===== src/hw/rtl/rpf_pkg.sv =====
// Shared types, register indexes and the CRC-16 byte update for the packet framer.
// Used by the front end, back end and top level of the framer; depends on nothing.
package rpf_pkg;

   typedef struct packed {
      logic       kind;
      logic [7:0] status_byte;
      logic [7:0] byte_count;
      logic [7:0] packet_id;
      logic [7:0] payload_byte;
   } req_item_type;

   typedef struct packed {
      logic [7:0] line_byte;
      logic       run_last;
      logic       packet_end;
   } rsp_item_type;

   localparam logic KIND_START = 1'b0;
   localparam logic KIND_DATA  = 1'b1;

   localparam int CSR_INDEX_W = 2;
   localparam int CSR_DATA_W  = 16;
   localparam logic [CSR_INDEX_W-1:0] CSR_PREAMBLE = 2'd0;
   localparam logic [CSR_INDEX_W-1:0] CSR_SYNC     = 2'd1;
   localparam logic [CSR_INDEX_W-1:0] CSR_STUFF    = 2'd2;

   localparam logic [7:0]  PREAMBLE_RESET = 8'hAA;
   localparam logic [15:0] SYNC_RESET     = 16'h2DD4;
   localparam logic [7:0]  STUFF_RESET    = 8'hAA;
   localparam logic [15:0] CRC_POLY       = 16'h8408;

   typedef struct packed {
      logic [7:0]  preamble_byte;
      logic [15:0] sync_word;
      logic [7:0]  stuff_byte;
   } cfg_type;

   typedef enum logic {
      CMD_START,
      CMD_DATA
   } cmd_op_type;

   // One queued command: a packet start or one payload byte, plus whether
   // the trailer follows it.
   typedef struct packed {
      cmd_op_type op;
      logic [7:0] status_byte;
      logic [7:0] byte_count;
      logic [7:0] packet_id;
      logic [7:0] payload_byte;
      logic       trailer;
   } cmd_type;

   typedef enum logic [3:0] {
      PH_PRE0,
      PH_PRE1,
      PH_PRE2,
      PH_SYNC_HI,
      PH_SYNC_LO,
      PH_STATUS,
      PH_COUNT,
      PH_ID,
      PH_PAYLOAD,
      PH_CRC_LO,
      PH_CRC_HI,
      PH_ZERO0,
      PH_ZERO1
   } phase_type;

   // Reflected CCITT update, one byte
   function automatic logic [15:0] crc_byte(input logic [15:0] crc, input logic [7:0] b);
      logic [15:0] c;
      c = crc ^ {8'h00, b};
      for (int k = 0; k < 8; k++) begin
         if (c[0]) begin
            c = (c >> 1) ^ CRC_POLY;
         end else begin
            c = c >> 1;
         end
      end
      return c;
   endfunction

endpackage


===== src/hw/rtl/rpf_fifo.sv =====
// Small register FIFO with first-word fall-through read.
// Generic; no package dependency.
module rpf_fifo #(
   parameter int WIDTH = 8,
   parameter int DEPTH = 2
) (
   input  logic             clock,
   input  logic             reset,
   input  logic             push,
   input  logic [WIDTH-1:0] wdata,
   output logic             full,
   input  logic             pop,
   output logic [WIDTH-1:0] rdata,
   output logic             empty
);

   localparam int PW = (DEPTH > 1) ? $clog2(DEPTH) : 1;
   localparam int CW = $clog2(DEPTH + 1);

   logic [WIDTH-1:0] mem_ff [DEPTH];
   logic [PW-1:0]    wr_ptr_ff, wr_ptr_in;
   logic [PW-1:0]    rd_ptr_ff, rd_ptr_in;
   logic [CW-1:0]    count_ff, count_in;
   logic             do_push, do_pop;

   assign full    = (count_ff == CW'(DEPTH));
   assign empty   = (count_ff == '0);
   assign rdata   = mem_ff[rd_ptr_ff];
   assign do_push = push && !full;
   assign do_pop  = pop && !empty;

   always_comb begin
      wr_ptr_in = wr_ptr_ff;
      rd_ptr_in = rd_ptr_ff;
      count_in  = count_ff;
      if (do_push) begin
         wr_ptr_in = (wr_ptr_ff == PW'(DEPTH - 1)) ? '0 : wr_ptr_ff + 1'b1;
      end
      if (do_pop) begin
         rd_ptr_in = (rd_ptr_ff == PW'(DEPTH - 1)) ? '0 : rd_ptr_ff + 1'b1;
      end
      if (do_push && !do_pop) begin
         count_in = count_ff + 1'b1;
      end else if (do_pop && !do_push) begin
         count_in = count_ff - 1'b1;
      end
   end

   always_ff @(posedge clock) begin
      if (reset) begin
         wr_ptr_ff <= '0;
         rd_ptr_ff <= '0;
         count_ff  <= '0;
      end else begin
         wr_ptr_ff <= wr_ptr_in;
         rd_ptr_ff <= rd_ptr_in;
         count_ff  <= count_in;
      end
   end

   always_ff @(posedge clock) begin
      if (do_push) begin
         mem_ff[wr_ptr_ff] <= wdata;
      end
   end

endmodule


===== src/hw/rtl/rpf_front.sv =====
// Front end: accepts items, tracks the open packet and byte count, and queues commands.
// Depends on rpf_pkg.
module rpf_front
   import rpf_pkg::*;
(
   input  logic         clock,
   input  logic         reset,
   input  logic         accept,
   input  req_item_type item,
   output logic         cmd_push,
   output cmd_type      cmd
);

   logic       open_ff, open_in;
   logic [7:0] left_ff, left_in;
   logic       last_data;

   assign last_data = (left_ff == 8'd1);

   always_comb begin
      open_in          = open_ff;
      left_in          = left_ff;
      cmd_push         = 1'b0;
      cmd.status_byte  = item.status_byte;
      cmd.byte_count   = item.byte_count;
      cmd.packet_id    = item.packet_id;
      cmd.payload_byte = item.payload_byte;
      cmd.op           = CMD_DATA;
      cmd.trailer      = 1'b0;
      if (item.kind == KIND_START) begin
         // a start abandons any open packet
         cmd.op      = CMD_START;
         cmd.trailer = (item.byte_count == 8'd0);
         if (accept) begin
            cmd_push = 1'b1;
            open_in  = (item.byte_count != 8'd0);
            left_in  = item.byte_count;
         end
      end else begin
         cmd.trailer = last_data;
         if (accept && open_ff) begin
            cmd_push = 1'b1;
            left_in  = left_ff - 8'd1;
            open_in  = !last_data;
         end
      end
   end

   always_ff @(posedge clock) begin
      if (reset) begin
         open_ff <= 1'b0;
         left_ff <= '0;
      end else begin
         open_ff <= open_in;
         left_ff <= left_in;
      end
   end

endmodule


===== src/hw/rtl/rpf_back.sv =====
// Back end: expands queued commands into line bytes with stuffing, keeps the running CRC.
// Depends on rpf_pkg.
module rpf_back
   import rpf_pkg::*;
(
   input  logic         clock,
   input  logic         reset,
   input  cfg_type      cfg,
   input  logic         cmd_empty,
   input  cmd_type      cmd,
   output logic         cmd_pop,
   input  logic         out_full,
   output logic         out_push,
   output rsp_item_type out_item
);

   logic        busy_ff, busy_in;
   logic        stuff_ff, stuff_in;
   phase_type   phase_ff, phase_in;
   cmd_type     cur_ff, cur_in;
   logic [15:0] crc_ff, crc_in;

   logic [7:0]  phase_byte;
   phase_type   phase_nxt;
   logic        phase_last;
   logic        stuffable;
   logic        crc_phase;
   logic        needs_stuff;
   logic        final_byte;
   logic        emit;
   logic        done;

   always_comb begin
      phase_byte = 8'h00;
      phase_nxt  = phase_ff;
      phase_last = 1'b0;
      stuffable  = 1'b1;
      crc_phase  = 1'b0;
      case (phase_ff)
         PH_PRE0: begin
            phase_byte = cfg.preamble_byte;
            phase_nxt  = PH_PRE1;
            stuffable  = 1'b0;
         end
         PH_PRE1: begin
            phase_byte = cfg.preamble_byte;
            phase_nxt  = PH_PRE2;
            stuffable  = 1'b0;
         end
         PH_PRE2: begin
            phase_byte = cfg.preamble_byte;
            phase_nxt  = PH_SYNC_HI;
            stuffable  = 1'b0;
         end
         PH_SYNC_HI: begin
            phase_byte = cfg.sync_word[15:8];
            phase_nxt  = PH_SYNC_LO;
            stuffable  = 1'b0;
         end
         PH_SYNC_LO: begin
            phase_byte = cfg.sync_word[7:0];
            phase_nxt  = PH_STATUS;
            stuffable  = 1'b0;
         end
         PH_STATUS: begin
            phase_byte = cur_ff.status_byte;
            phase_nxt  = PH_COUNT;
            crc_phase  = 1'b1;
         end
         PH_COUNT: begin
            phase_byte = cur_ff.byte_count;
            phase_nxt  = (cur_ff.byte_count != 8'd0) ? PH_ID : PH_CRC_LO;
            crc_phase  = 1'b1;
         end
         PH_ID: begin
            phase_byte = cur_ff.packet_id;
            phase_last = 1'b1;
            crc_phase  = 1'b1;
         end
         PH_PAYLOAD: begin
            phase_byte = cur_ff.payload_byte;
            phase_nxt  = PH_CRC_LO;
            phase_last = !cur_ff.trailer;
            crc_phase  = 1'b1;
         end
         PH_CRC_LO: begin
            phase_byte = crc_ff[7:0];
            phase_nxt  = PH_CRC_HI;
         end
         PH_CRC_HI: begin
            phase_byte = crc_ff[15:8];
            phase_nxt  = PH_ZERO0;
         end
         PH_ZERO0: begin
            phase_byte = 8'h00;
            phase_nxt  = PH_ZERO1;
         end
         PH_ZERO1: begin
            phase_byte = 8'h00;
            phase_last = 1'b1;
         end
         default: begin
            phase_byte = 8'h00;
            phase_last = 1'b1;
         end
      endcase
   end

   // the stuff cycle itself never needs stuffing
   assign needs_stuff = stuffable && !stuff_ff &&
                        ((phase_byte == 8'h00) || (phase_byte == 8'hFF));
   assign final_byte  = phase_last && !needs_stuff;
   assign emit        = busy_ff && !out_full;
   assign done        = emit && final_byte;
   assign cmd_pop     = !cmd_empty && (!busy_ff || done);
   assign out_push    = emit;

   assign out_item.line_byte  = stuff_ff ? cfg.stuff_byte : phase_byte;
   assign out_item.run_last   = final_byte;
   assign out_item.packet_end = final_byte && (phase_ff == PH_ZERO1);

   always_comb begin
      busy_in  = busy_ff;
      stuff_in = stuff_ff;
      phase_in = phase_ff;
      cur_in   = cur_ff;
      crc_in   = crc_ff;
      if (emit && !stuff_ff && crc_phase) begin
         // status opens a fresh CRC
         crc_in = crc_byte((phase_ff == PH_STATUS) ? 16'h0000 : crc_ff, phase_byte);
      end
      if (cmd_pop) begin
         busy_in  = 1'b1;
         cur_in   = cmd;
         stuff_in = 1'b0;
         phase_in = (cmd.op == CMD_START) ? PH_PRE0 : PH_PAYLOAD;
      end else if (done) begin
         busy_in  = 1'b0;
         stuff_in = 1'b0;
      end else if (emit) begin
         if (needs_stuff) begin
            stuff_in = 1'b1;
         end else begin
            stuff_in = 1'b0;
            phase_in = phase_nxt;
         end
      end
   end

   always_ff @(posedge clock) begin
      if (reset) begin
         busy_ff  <= 1'b0;
         stuff_ff <= 1'b0;
         phase_ff <= PH_PRE0;
         crc_ff   <= '0;
      end else begin
         busy_ff  <= busy_in;
         stuff_ff <= stuff_in;
         phase_ff <= phase_in;
         crc_ff   <= crc_in;
      end
   end

   always_ff @(posedge clock) begin
      cur_ff <= cur_in;
   end

endmodule


===== src/hw/rtl/radio_packet_framer_tx.sv =====
// Top level of the transmit packet framer: CSRs, front end, command queue, back end, output queue.
// Depends on rpf_pkg, rpf_fifo, rpf_front, rpf_back.
//
//   channel   direction  handshake            payload
//   req_      in         push / full          req_item_type (one start or payload item)
//   rsp_      out        pop / empty          rsp_item_type (one line byte)
//   csr_      in         valid / ready        csr_index, csr_wdata
//
// The back end sends one line byte per cycle while the output queue is not full: a payload
// item sends its byte (and a stuff byte when needed), and the trailer adds the CRC and zero bytes;
// a start item sends preamble, sync word and header. The front end takes one item per cycle until
// the command queue fills, so items keep arriving while the back end drains. A full output queue
// stalls only the back end. Reset clears queues, packet state and CRC; CSRs return to defaults.
module radio_packet_framer_tx
   import rpf_pkg::*;
#(
   parameter int CMD_DEPTH = 2,
   parameter int OUT_DEPTH = 2
) (
   input  logic                   clock,
   input  logic                   reset,
   input  logic                   req_push,
   input  req_item_type           req_item,
   output logic                   req_full,
   input  logic                   rsp_pop,
   output rsp_item_type           rsp_item,
   output logic                   rsp_empty,
   input  logic                   csr_valid,
   output logic                   csr_ready,
   input  logic [CSR_INDEX_W-1:0] csr_index,
   input  logic [CSR_DATA_W-1:0]  csr_wdata
);

   cfg_type      cfg_ff, cfg_in;
   logic         accept;
   logic         cmd_push, cmd_pop, cmd_full, cmd_empty;
   cmd_type      cmd_wr, cmd_rd;
   logic [$bits(cmd_type)-1:0]      cmd_rd_bits;
   logic         out_push, out_full;
   rsp_item_type out_item;
   logic [$bits(rsp_item_type)-1:0] rsp_bits;

   assign csr_ready = 1'b1;

   always_comb begin
      cfg_in = cfg_ff;
      if (csr_valid) begin
         case (csr_index)
            CSR_PREAMBLE: cfg_in.preamble_byte = csr_wdata[7:0];
            CSR_SYNC:     cfg_in.sync_word     = csr_wdata;
            CSR_STUFF:    cfg_in.stuff_byte    = csr_wdata[7:0];
            default:      cfg_in = cfg_ff;
         endcase
      end
   end

   always_ff @(posedge clock) begin
      if (reset) begin
         cfg_ff.preamble_byte <= PREAMBLE_RESET;
         cfg_ff.sync_word     <= SYNC_RESET;
         cfg_ff.stuff_byte    <= STUFF_RESET;
      end else begin
         cfg_ff <= cfg_in;
      end
   end

   assign req_full = cmd_full;
   assign accept   = req_push && !cmd_full;

   rpf_front u_front (
      .clock    (clock),
      .reset    (reset),
      .accept   (accept),
      .item     (req_item),
      .cmd_push (cmd_push),
      .cmd      (cmd_wr)
   );

   rpf_fifo #(
      .WIDTH ($bits(cmd_type)),
      .DEPTH (CMD_DEPTH)
   ) u_cmd_fifo (
      .clock (clock),
      .reset (reset),
      .push  (cmd_push),
      .wdata (cmd_wr),
      .full  (cmd_full),
      .pop   (cmd_pop),
      .rdata (cmd_rd_bits),
      .empty (cmd_empty)
   );

   assign cmd_rd = cmd_type'(cmd_rd_bits);

   rpf_back u_back (
      .clock     (clock),
      .reset     (reset),
      .cfg       (cfg_ff),
      .cmd_empty (cmd_empty),
      .cmd       (cmd_rd),
      .cmd_pop   (cmd_pop),
      .out_full  (out_full),
      .out_push  (out_push),
      .out_item  (out_item)
   );

   rpf_fifo #(
      .WIDTH ($bits(rsp_item_type)),
      .DEPTH (OUT_DEPTH)
   ) u_out_fifo (
      .clock (clock),
      .reset (reset),
      .push  (out_push),
      .wdata (out_item),
      .full  (out_full),
      .pop   (rsp_pop),
      .rdata (rsp_bits),
      .empty (rsp_empty)
   );

   assign rsp_item = rsp_item_type'(rsp_bits);

endmodule

===== config.mk =====
export PLATFORM = sky130hd
export DESIGN_NAME = radio_packet_framer_tx
export DESIGN_NICKNAME = d
export VERILOG_FILES = /design/src/hw/rtl/rpf_pkg.sv /design/src/hw/rtl/rpf_fifo.sv /design/src/hw/rtl/rpf_front.sv /design/src/hw/rtl/rpf_back.sv /design/src/hw/rtl/radio_packet_framer_tx.sv
export SDC_FILE = /design/constraint.sdc
export NUM_CORES = 1
export LEC_CHECK = 0
export ABC_AREA = 0
export BUFFER_PORTS_ARGS = -buffer_cell sky130_fd_sc_hd__buf_4
export CAP_MARGIN = 40
export CORE_MARGIN = 1.5
export CORE_UTILIZATION = 54
export CTS_CLUSTER_SIZE = 30
export DETAILED_ROUTE_END_ITERATION = 8
export GPL_TIMING_DRIVEN = 0
export PLACE_DENSITY_LB_ADDON = 0.3
export SLEW_MARGIN = 20
export SYNTH_ARGS = -nofsm -noshare
export SYNTH_HDL_FRONTEND = slang
export SYNTH_SLANG_ARGS = --single-unit

===== constraint.sdc =====
create_clock -name clock -period 2.79 [get_ports clock]
set_input_delay 0.279 -clock clock [delete_from_list [all_inputs] [get_ports clock]]
set_output_delay 0.279 -clock clock [all_outputs]
set_load 0.05 [all_outputs]

* Word-level counts from Yosys, hierarchy flattened
Memory sizes are Yosys's and may differ from the RTL's. A register that Yosys moved wholly into a read port is not among the register bits. Cells that the tools add are included.
Operators by class: add/sub/neg operators 9, multiply operators 0, divide/modulo/power cells 0, $lt $le $gt $ge 0, equal/unequal tests 21, shifts and indexed selects 0, muxes and demuxes 58, bitwise gates (word level) 9, reduce and logical (&&, ||, !) cells 58
Operators by type and width (count):
- $mux 16 | 16
- $pmux 8 s9 | 1
- $pmux 4 s11 | 1
- $mux 8 | 4
- $mux 1 | 25
- $mux 4 | 6
- $not 2->3 | 8
- $eq 4x4->1 const B | 5
- $logic_and 1x1->1 | 19
- $eq 4x3->1 const B | 4
- $logic_not 8->1 | 2
- $reduce_bool 8->1 | 2
- $xor 16x8->16 | 1
- $logic_not 1->1 | 13
- $reduce_bool 12->1 | 1
- $reduce_bool 2->1 | 5
- $reduce_or 10->1 | 1
- $eq 4x2->1 const B | 2
- $eq 8x1->1 const B | 1
- $eq 8x8->1 const B | 1
- $mux 2 | 4
- $reduce_and 2->1 | 4
- $sub 8x1->8 const B | 1
- $eq 2x2->1 const B | 3
- 15 further kinds | 25
Word-level totals: flip-flop bits (word level) 104, latch bits 0, bits in writable memories 88, ROM bits 0, input bits 56, memories kept 2
Memory list:
- u_cmd_fifo.mem_ff | words 2, bits a word 34, rd ports 1, clocked after memory_dff 1, wr ports 1, RTL line rpf_fifo.sv:20 | logic [WIDTH-1:0] mem_ff [DEPTH];
- u_out_fifo.mem_ff | words 2, bits a word 10, rd ports 1, clocked after memory_dff 1, wr ports 1, RTL line rpf_fifo.sv:20

* Longest topological paths before layout
word-level depth 27, gate-level depth with buffers 14, gate-level depth less buffers 11

* Cells and area by module
From an unflattened synthesis, not the netlist that was laid out.
Second synthesis, totals: cells, all modules 741, area total of the unflattened synthesis 9131.3 µm²
By module, submodules not included:
- rpf_back | times used 1, cells an instance 313, area each 3372.0 µm², sequential area each 1431.4 µm²
- rpf_fifo (u_cmd_fifo) | times used 1, cells an instance 131, area each 2662.6 µm², sequential area each 2142.1 µm²
- radio_packet_framer_tx | times used 1, cells an instance 134, area each 1340.0 µm², sequential area each 640.6 µm²
- rpf_fifo (u_out_fifo) | times used 1, cells an instance 56, area each 935.9 µm², sequential area each 700.7 µm²
- rpf_front | times used 1, cells an instance 107, area each 820.8 µm², sequential area each 180.2 µm²

* Least setup slack after synthesis
Ideal clock, no wire load.
kind reg2reg, from register u_back.phase_ff[1], to register u_cmd_fifo.rd_ptr_ff, data arrival time 2.802 ns, required time 2.662 ns, path slack -0.140 ns, stages on the path, launching flop included 12, path buffers 1, cells stage by stage dfxtp_1 -> buf_6 -> mux4_2 -> nand2_1 -> nand2_1 -> or2_1 -> nor4_1 -> a31oi_1 -> a21oi_1 -> inv_1 -> xnor2_1 -> nor2_1
On the way: word-level cells in the longest chain between the ends 12, elaborated cells between the ends (all ways) 29, classes of those cells 12 x eq/ne; 3 x mux; 14 x reduce/logical
Ends and longest elaborated chain:
- start: declaration | RTL line rpf_back.sv:19 | phase_type phase_ff, phase_in;
- start signal: assignment | RTL line rpf_back.sv:159 | phase_ff <= phase_in;
- $eq 4x1->1 (tied with other cells) | RTL line rpf_back.sv:39 | case (phase_ff)
- $reduce_or 3->1 (no line)
- $pmux 8 s9 | RTL line rpf_back.sv:39
- $eq 8x8->1 / $logic_not 8->1 (equally long branches) | RTL line rpf_back.sv:111 | ((phase_byte == 8'h00) || (phase_byte == 8'hFF));
- $logic_or 1x1->1 | RTL line rpf_back.sv:111
- $logic_and 1x1->1 | RTL line rpf_back.sv:110 | assign needs_stuff = stuffable && !stuff_ff &&
- $logic_not 1->1 | RTL line rpf_back.sv:112 | assign final_byte = phase_last && !needs_stuff;
- $logic_and 1x1->1 * | RTL line rpf_back.sv:112
- $logic_and 1x1->1 * | RTL line rpf_back.sv:114 | assign done = emit && final_byte;
- $logic_or 1x1->1 * | RTL line rpf_back.sv:115 | assign cmd_pop = !cmd_empty && (!busy_ff || done);
- $logic_and 1x1->1 * | RTL line rpf_back.sv:115
- via cmd_pop | RTL line radio_packet_framer_tx.sv:36 | logic cmd_push, cmd_pop, cmd_full, cmd_empty;
- $logic_and 1x1->1 * | RTL line rpf_fifo.sv:30 | assign do_pop = pop && !empty;
- end signal: assignment | RTL line rpf_fifo.sv:56 | rd_ptr_ff <= rd_ptr_in;
- end: declaration | RTL line rpf_fifo.sv:22 | logic [PW-1:0] rd_ptr_ff, rd_ptr_in;
The timed path passes the listed nets; every way through them passes the cells marked *. A chain may end at the register's enable or synchronous reset.

* Worst setup path in the final report
from register u_back.phase_ff[1], to register u_cmd_fifo.count_ff[1]
On the way: word-level cells in the longest chain between the ends 15, elaborated cells between the ends (all ways) 34, classes of those cells 12 x eq/ne; 4 x mux; 18 x reduce/logical
Ends and longest elaborated chain:
- $eq 4x1->1 (tied with other cells) | RTL line rpf_back.sv:39
- $reduce_or 3->1 (no line)
- $pmux 8 s9 | RTL line rpf_back.sv:39
- $eq 8x8->1 / $logic_not 8->1 (equally long branches) | RTL line rpf_back.sv:111
- $logic_or 1x1->1 | RTL line rpf_back.sv:111
- $logic_and 1x1->1 | RTL line rpf_back.sv:110
- $logic_not 1->1 | RTL line rpf_back.sv:112
- $logic_and 1x1->1 * | RTL line rpf_back.sv:112
- $logic_and 1x1->1 * | RTL line rpf_back.sv:114
- $logic_or 1x1->1 * | RTL line rpf_back.sv:115
- $logic_and 1x1->1 * | RTL line rpf_back.sv:115
- $logic_and 1x1->1 * | RTL line rpf_fifo.sv:30
- $logic_not 1->1 | RTL line rpf_fifo.sv:42 | if (do_push && !do_pop) begin
- $logic_and 1x1->1 | RTL line rpf_fifo.sv:42
- $mux 2 / $reduce_bool 2->1 (equally long branches)
- end signal: assignment | RTL line rpf_fifo.sv:57 | count_ff <= count_in;
- end: declaration | RTL line rpf_fifo.sv:23 | logic [CW-1:0] count_ff, count_in;
Every way passes the cells marked *; elsewhere a longest branch is shown, timed or not.

==> metrics.cfg <==
[timing]
maxClockFrequency_ghz = 0.3325
finClkSkew_ns = 0.01010
fin_crit_ns = 3.008
worst_slew_pin_slew_ns = 0.8535
relSlewSlack = 0.4272
finalSetupViolations = 43
fin_ws_ns = -0.2177
report.final.slew_viol_count = 0
rsz0062_at_grt = yes
period_share = 1.078
setup_tns_ns = -6.099
hold_violations = 0

[run_status]
violations = negative setup slack
status = finished, violations left

[placed_design]
gp_congestion = 0.9030
io_buffers = 66
place_ws_ns = -0.9963
hpwl_um = 14570

[power]
powerDensity_nw_per_um2 = 944.0
ir_worst_vdd_mv = 0.6714
p_leak_nw = 3.857

[clocking]
cts.sinks = 194
clk_latency_ns = 0.44
cts_hold_buf = 0
tritoncts = yes
clockBufferDepth = 2
clk_pin_slew_worst_paths_ns = 0.08
cts_root_buffer = clkbuf_16
cts_buffers = 17
cts-htree-levels = 4

[floorplan]
design.die.area_sq_um = 16500
start_util = 0.5570
die_w_um = 128.5
core-area_sq_um = 15260
ios = 69
rows = 45
die_y_um = 128.5

[worst_setup_path]
critPathBufInv = 4
slowest_delay_ns = 0.36
crit_slowest_cell = or3_1
worstSetupEndpointType = register
worstPathArrival_ns = 3.38
crit_type = reg2reg
start_kind = register
worstPathCellList = buf_8 -> buf_12 -> mux2_4 -> a32oi_2 -> nand4_1 -> buf_4 -> nor4_4 -> a31oi_4 -> a21oi_4 -> buf_6 -> ha_4 -> or3_1 -> a21oi_2
crit_fanout = 6
worstPathRequired_ns = 3.16
cp_top_family = simple AND/OR/NAND/NOR gates

[drt]
drtIter0Drc = 588
viasPerCell = 5.728
drt_wl_total_um = 20950
post_drt_wl_per_cell_um = 19.52
drc = 0
dr.pass1.iters = 7
ant_nets = 0
vias = 6146

[logic_synthesis]
synth-edff-count = 121
synthesis.nets = 773
ys.flop_type = edfxtp_1
ys_ff_latch = 194
syn_avg_cell_area_sq_um = 11.92
ys_seq_area_frac = 0.5994
yosysTopAreaCell = edfxtp_1
syn_area_sq_um = 8499
yosysTopAreaCellShare = 0.4275
synthArstFlopShare = 0
synth_cell_type_count = 73
synth_area_leaders = edfxtp_1, dfxtp_1, mux2_2
synthCells = 713
yosysWarnings = 0

[grt]
track_usage = 0.2603
grt_first_pass_wirelength_um = 32060
grt_remaining_overflow = 0
first_global_vias = 5965
antenna_found_initial = 0
grt_start_max_net_pins = 27

[cells_and_area]
area_delta_synth_final_pct = 25.14
fin_nets = 909
drive_gt1_frac = 0.2981
antenna_cells = 0

[run]
maxCapViolations = 0

[worst_hold_path]
holdCritPathClass = in2reg

flip-flops by register name (all words and copies together) (netlist names), 2 cells and up, named ones only:
| register | flops |
|---|---|
| u_out_fifo.mem_ff | 20 |
| u_cmd_fifo.mem_ff | 68 |
| u_back.crc_ff | 16 |
| u_back.phase_ff | 4 |
| cfg_ff | 32 |
| u_back.cur_ff | 33 |
| u_out_fifo.count_ff | 2 |
| u_front.left_ff | 8 |
| u_cmd_fifo.count_ff | 2 |
final timing paths:
path	start	cells past startpoint	slack [ns]	end
setup reg to reg	u_back.phase_ff[1]	13	-0.22	u_cmd_fifo.count_ff[1]
setup / recovery	u_back.phase_ff[1]	13	-0.22	u_cmd_fifo.count_ff[1]
hold reg to reg	cfg_ff[7]	1	0.47	cfg_ff[7]
hold / removal	req_item[24]	1	0.02	u_cmd_fifo.mem_ff[1][25]
layout by cell type, fill, tap and decap left out, drive strengths merged, types with 4 or more instances in the layout:
cell	count
nor3	10
nand2	89
xnor2	11
o21ai	18
inv	22
nand4	4
a32oi	8
clkbuf	43
buf	128
edfxtp	121
xor2	19
nor2	60
mux2i	20
nand3	9
nor4	4
clkinv	7
dfxtp	73
nor2b	10
a211oi	12
a211o	7
ha	4
and3b	5
nand3b	14
nand2b	5
mux2	53
a21oi	39
a22oi	4
worst reg2reg max path: stages, from the launching register on:
cell	delay [ns]
dfxtp_2	0.35
buf_8	0.13
buf_12	0.12
mux2_4	0.33
a32oi_2	0.22
nand4_1	0.19
buf_4	0.20
nor4_4	0.29
a31oi_4	0.16
a21oi_4	0.17
buf_6	0.13
ha_4	0.20
or3_1	0.36
a21oi_2	0.11
report_power, final:
group	internal, mW	total [mW]	switching, mW	leakage (nW)
Combinational	1.62	3.61	1.98	1.85
Sequential	3.73	4.01	0.276	1.72
Clock	1.27	2.42	1.15	0.286
kinds of logic (layout without fill, tap and decap cells):
| family | count (synthesis) | count (layout) | share of synthesized area |
|---|---|---|---|
| flip-flops | 194 | 194 | 0.5994 |
| adder cells (fa/ha/maj) | 4 | 4 | 0.005889 |
| multiplexers | 74 | 74 | 0.09731 |
| XOR/XNOR | 30 | 30 | 0.03180 |
| AND/OR/NAND/NOR | 235 | 235 | 0.1341 |
| buffers and inverters | 56 | 205 | 0.03194 |
| other | 1 | 1 | 0.0004412 |
| AO/OA/AOI/OAI | 119 | 119 | 0.09908 |
cell type report:
cell class / count / area, sq um
Buffer: 39 / 237.7
Clock buffer: 17 / 425.4
Clock inverter: 15 / 163.9
Fill cell: 1103 / 4622
Inverter: 17 / 67.56
Multi-Input combinational cell: 463 / 3353
Sequential cell: 194 / 5099
Tap cell: 211 / 264.0
Timing Repair Buffer: 116 / 1018
Timing Repair inverter: 1 / 7.507
synthesized netlist by cell type, drive strengths merged, types with 8 or more instances:
| cell type | n |
|---|---|
| edfxtp | 121 |
| mux2 | 53 |
| o21ai | 18 |
| a32oi | 8 |
| a211oi | 12 |
| dfxtp | 73 |
| nand2 | 89 |
| buf | 16 |
| inv | 15 |
| mux2i | 20 |
| nor2 | 60 |
| nor2b | 10 |
| nand3 | 9 |
| nand3b | 14 |
| clkbuf | 23 |
| nor3 | 10 |
| xnor2 | 11 |
| xor2 | 19 |
| a21oi | 39 |
routing by layer:
metal / GRT usage / vias to the layer above / part of all wire
li1: - / 2866 / -
met1: 0.3379 / 3004 / 0.42
met2: 0.4405 / 240 / 0.50
met3: 0.04823 / 36 / 0.058
met4: 0.09319 / 0 / 0.024
met5: 0 / - / 0
through the flow:
step,power (mW),instances,hold WS [ns],cell area [sq um],utilization
finish,10.04,1073,0.02144,10640,0.6971
global route,10.45,1073,0.008126,10640,0.6971
CTS,9.751,1060,0.01468,10420,0.6829
detailed placement,6.866,993,0.4531,9340,0.6121
global placement,6.764,990,0.4410,9279,0.6081
floorplan,6.036,713,0.3779,8519,-
timing repair:
item | 4_1_cts | 5_1_grt
pin swaps | 14 | 7
setup buffers | 35 | 10
hold endpoints to repair | 0 | 0
gates cloned | 2 | 3
gates resized for setup | 39 | 14
endpoints found under the setup margin | 48 | 53
Power figures use the tool's default switching activity.
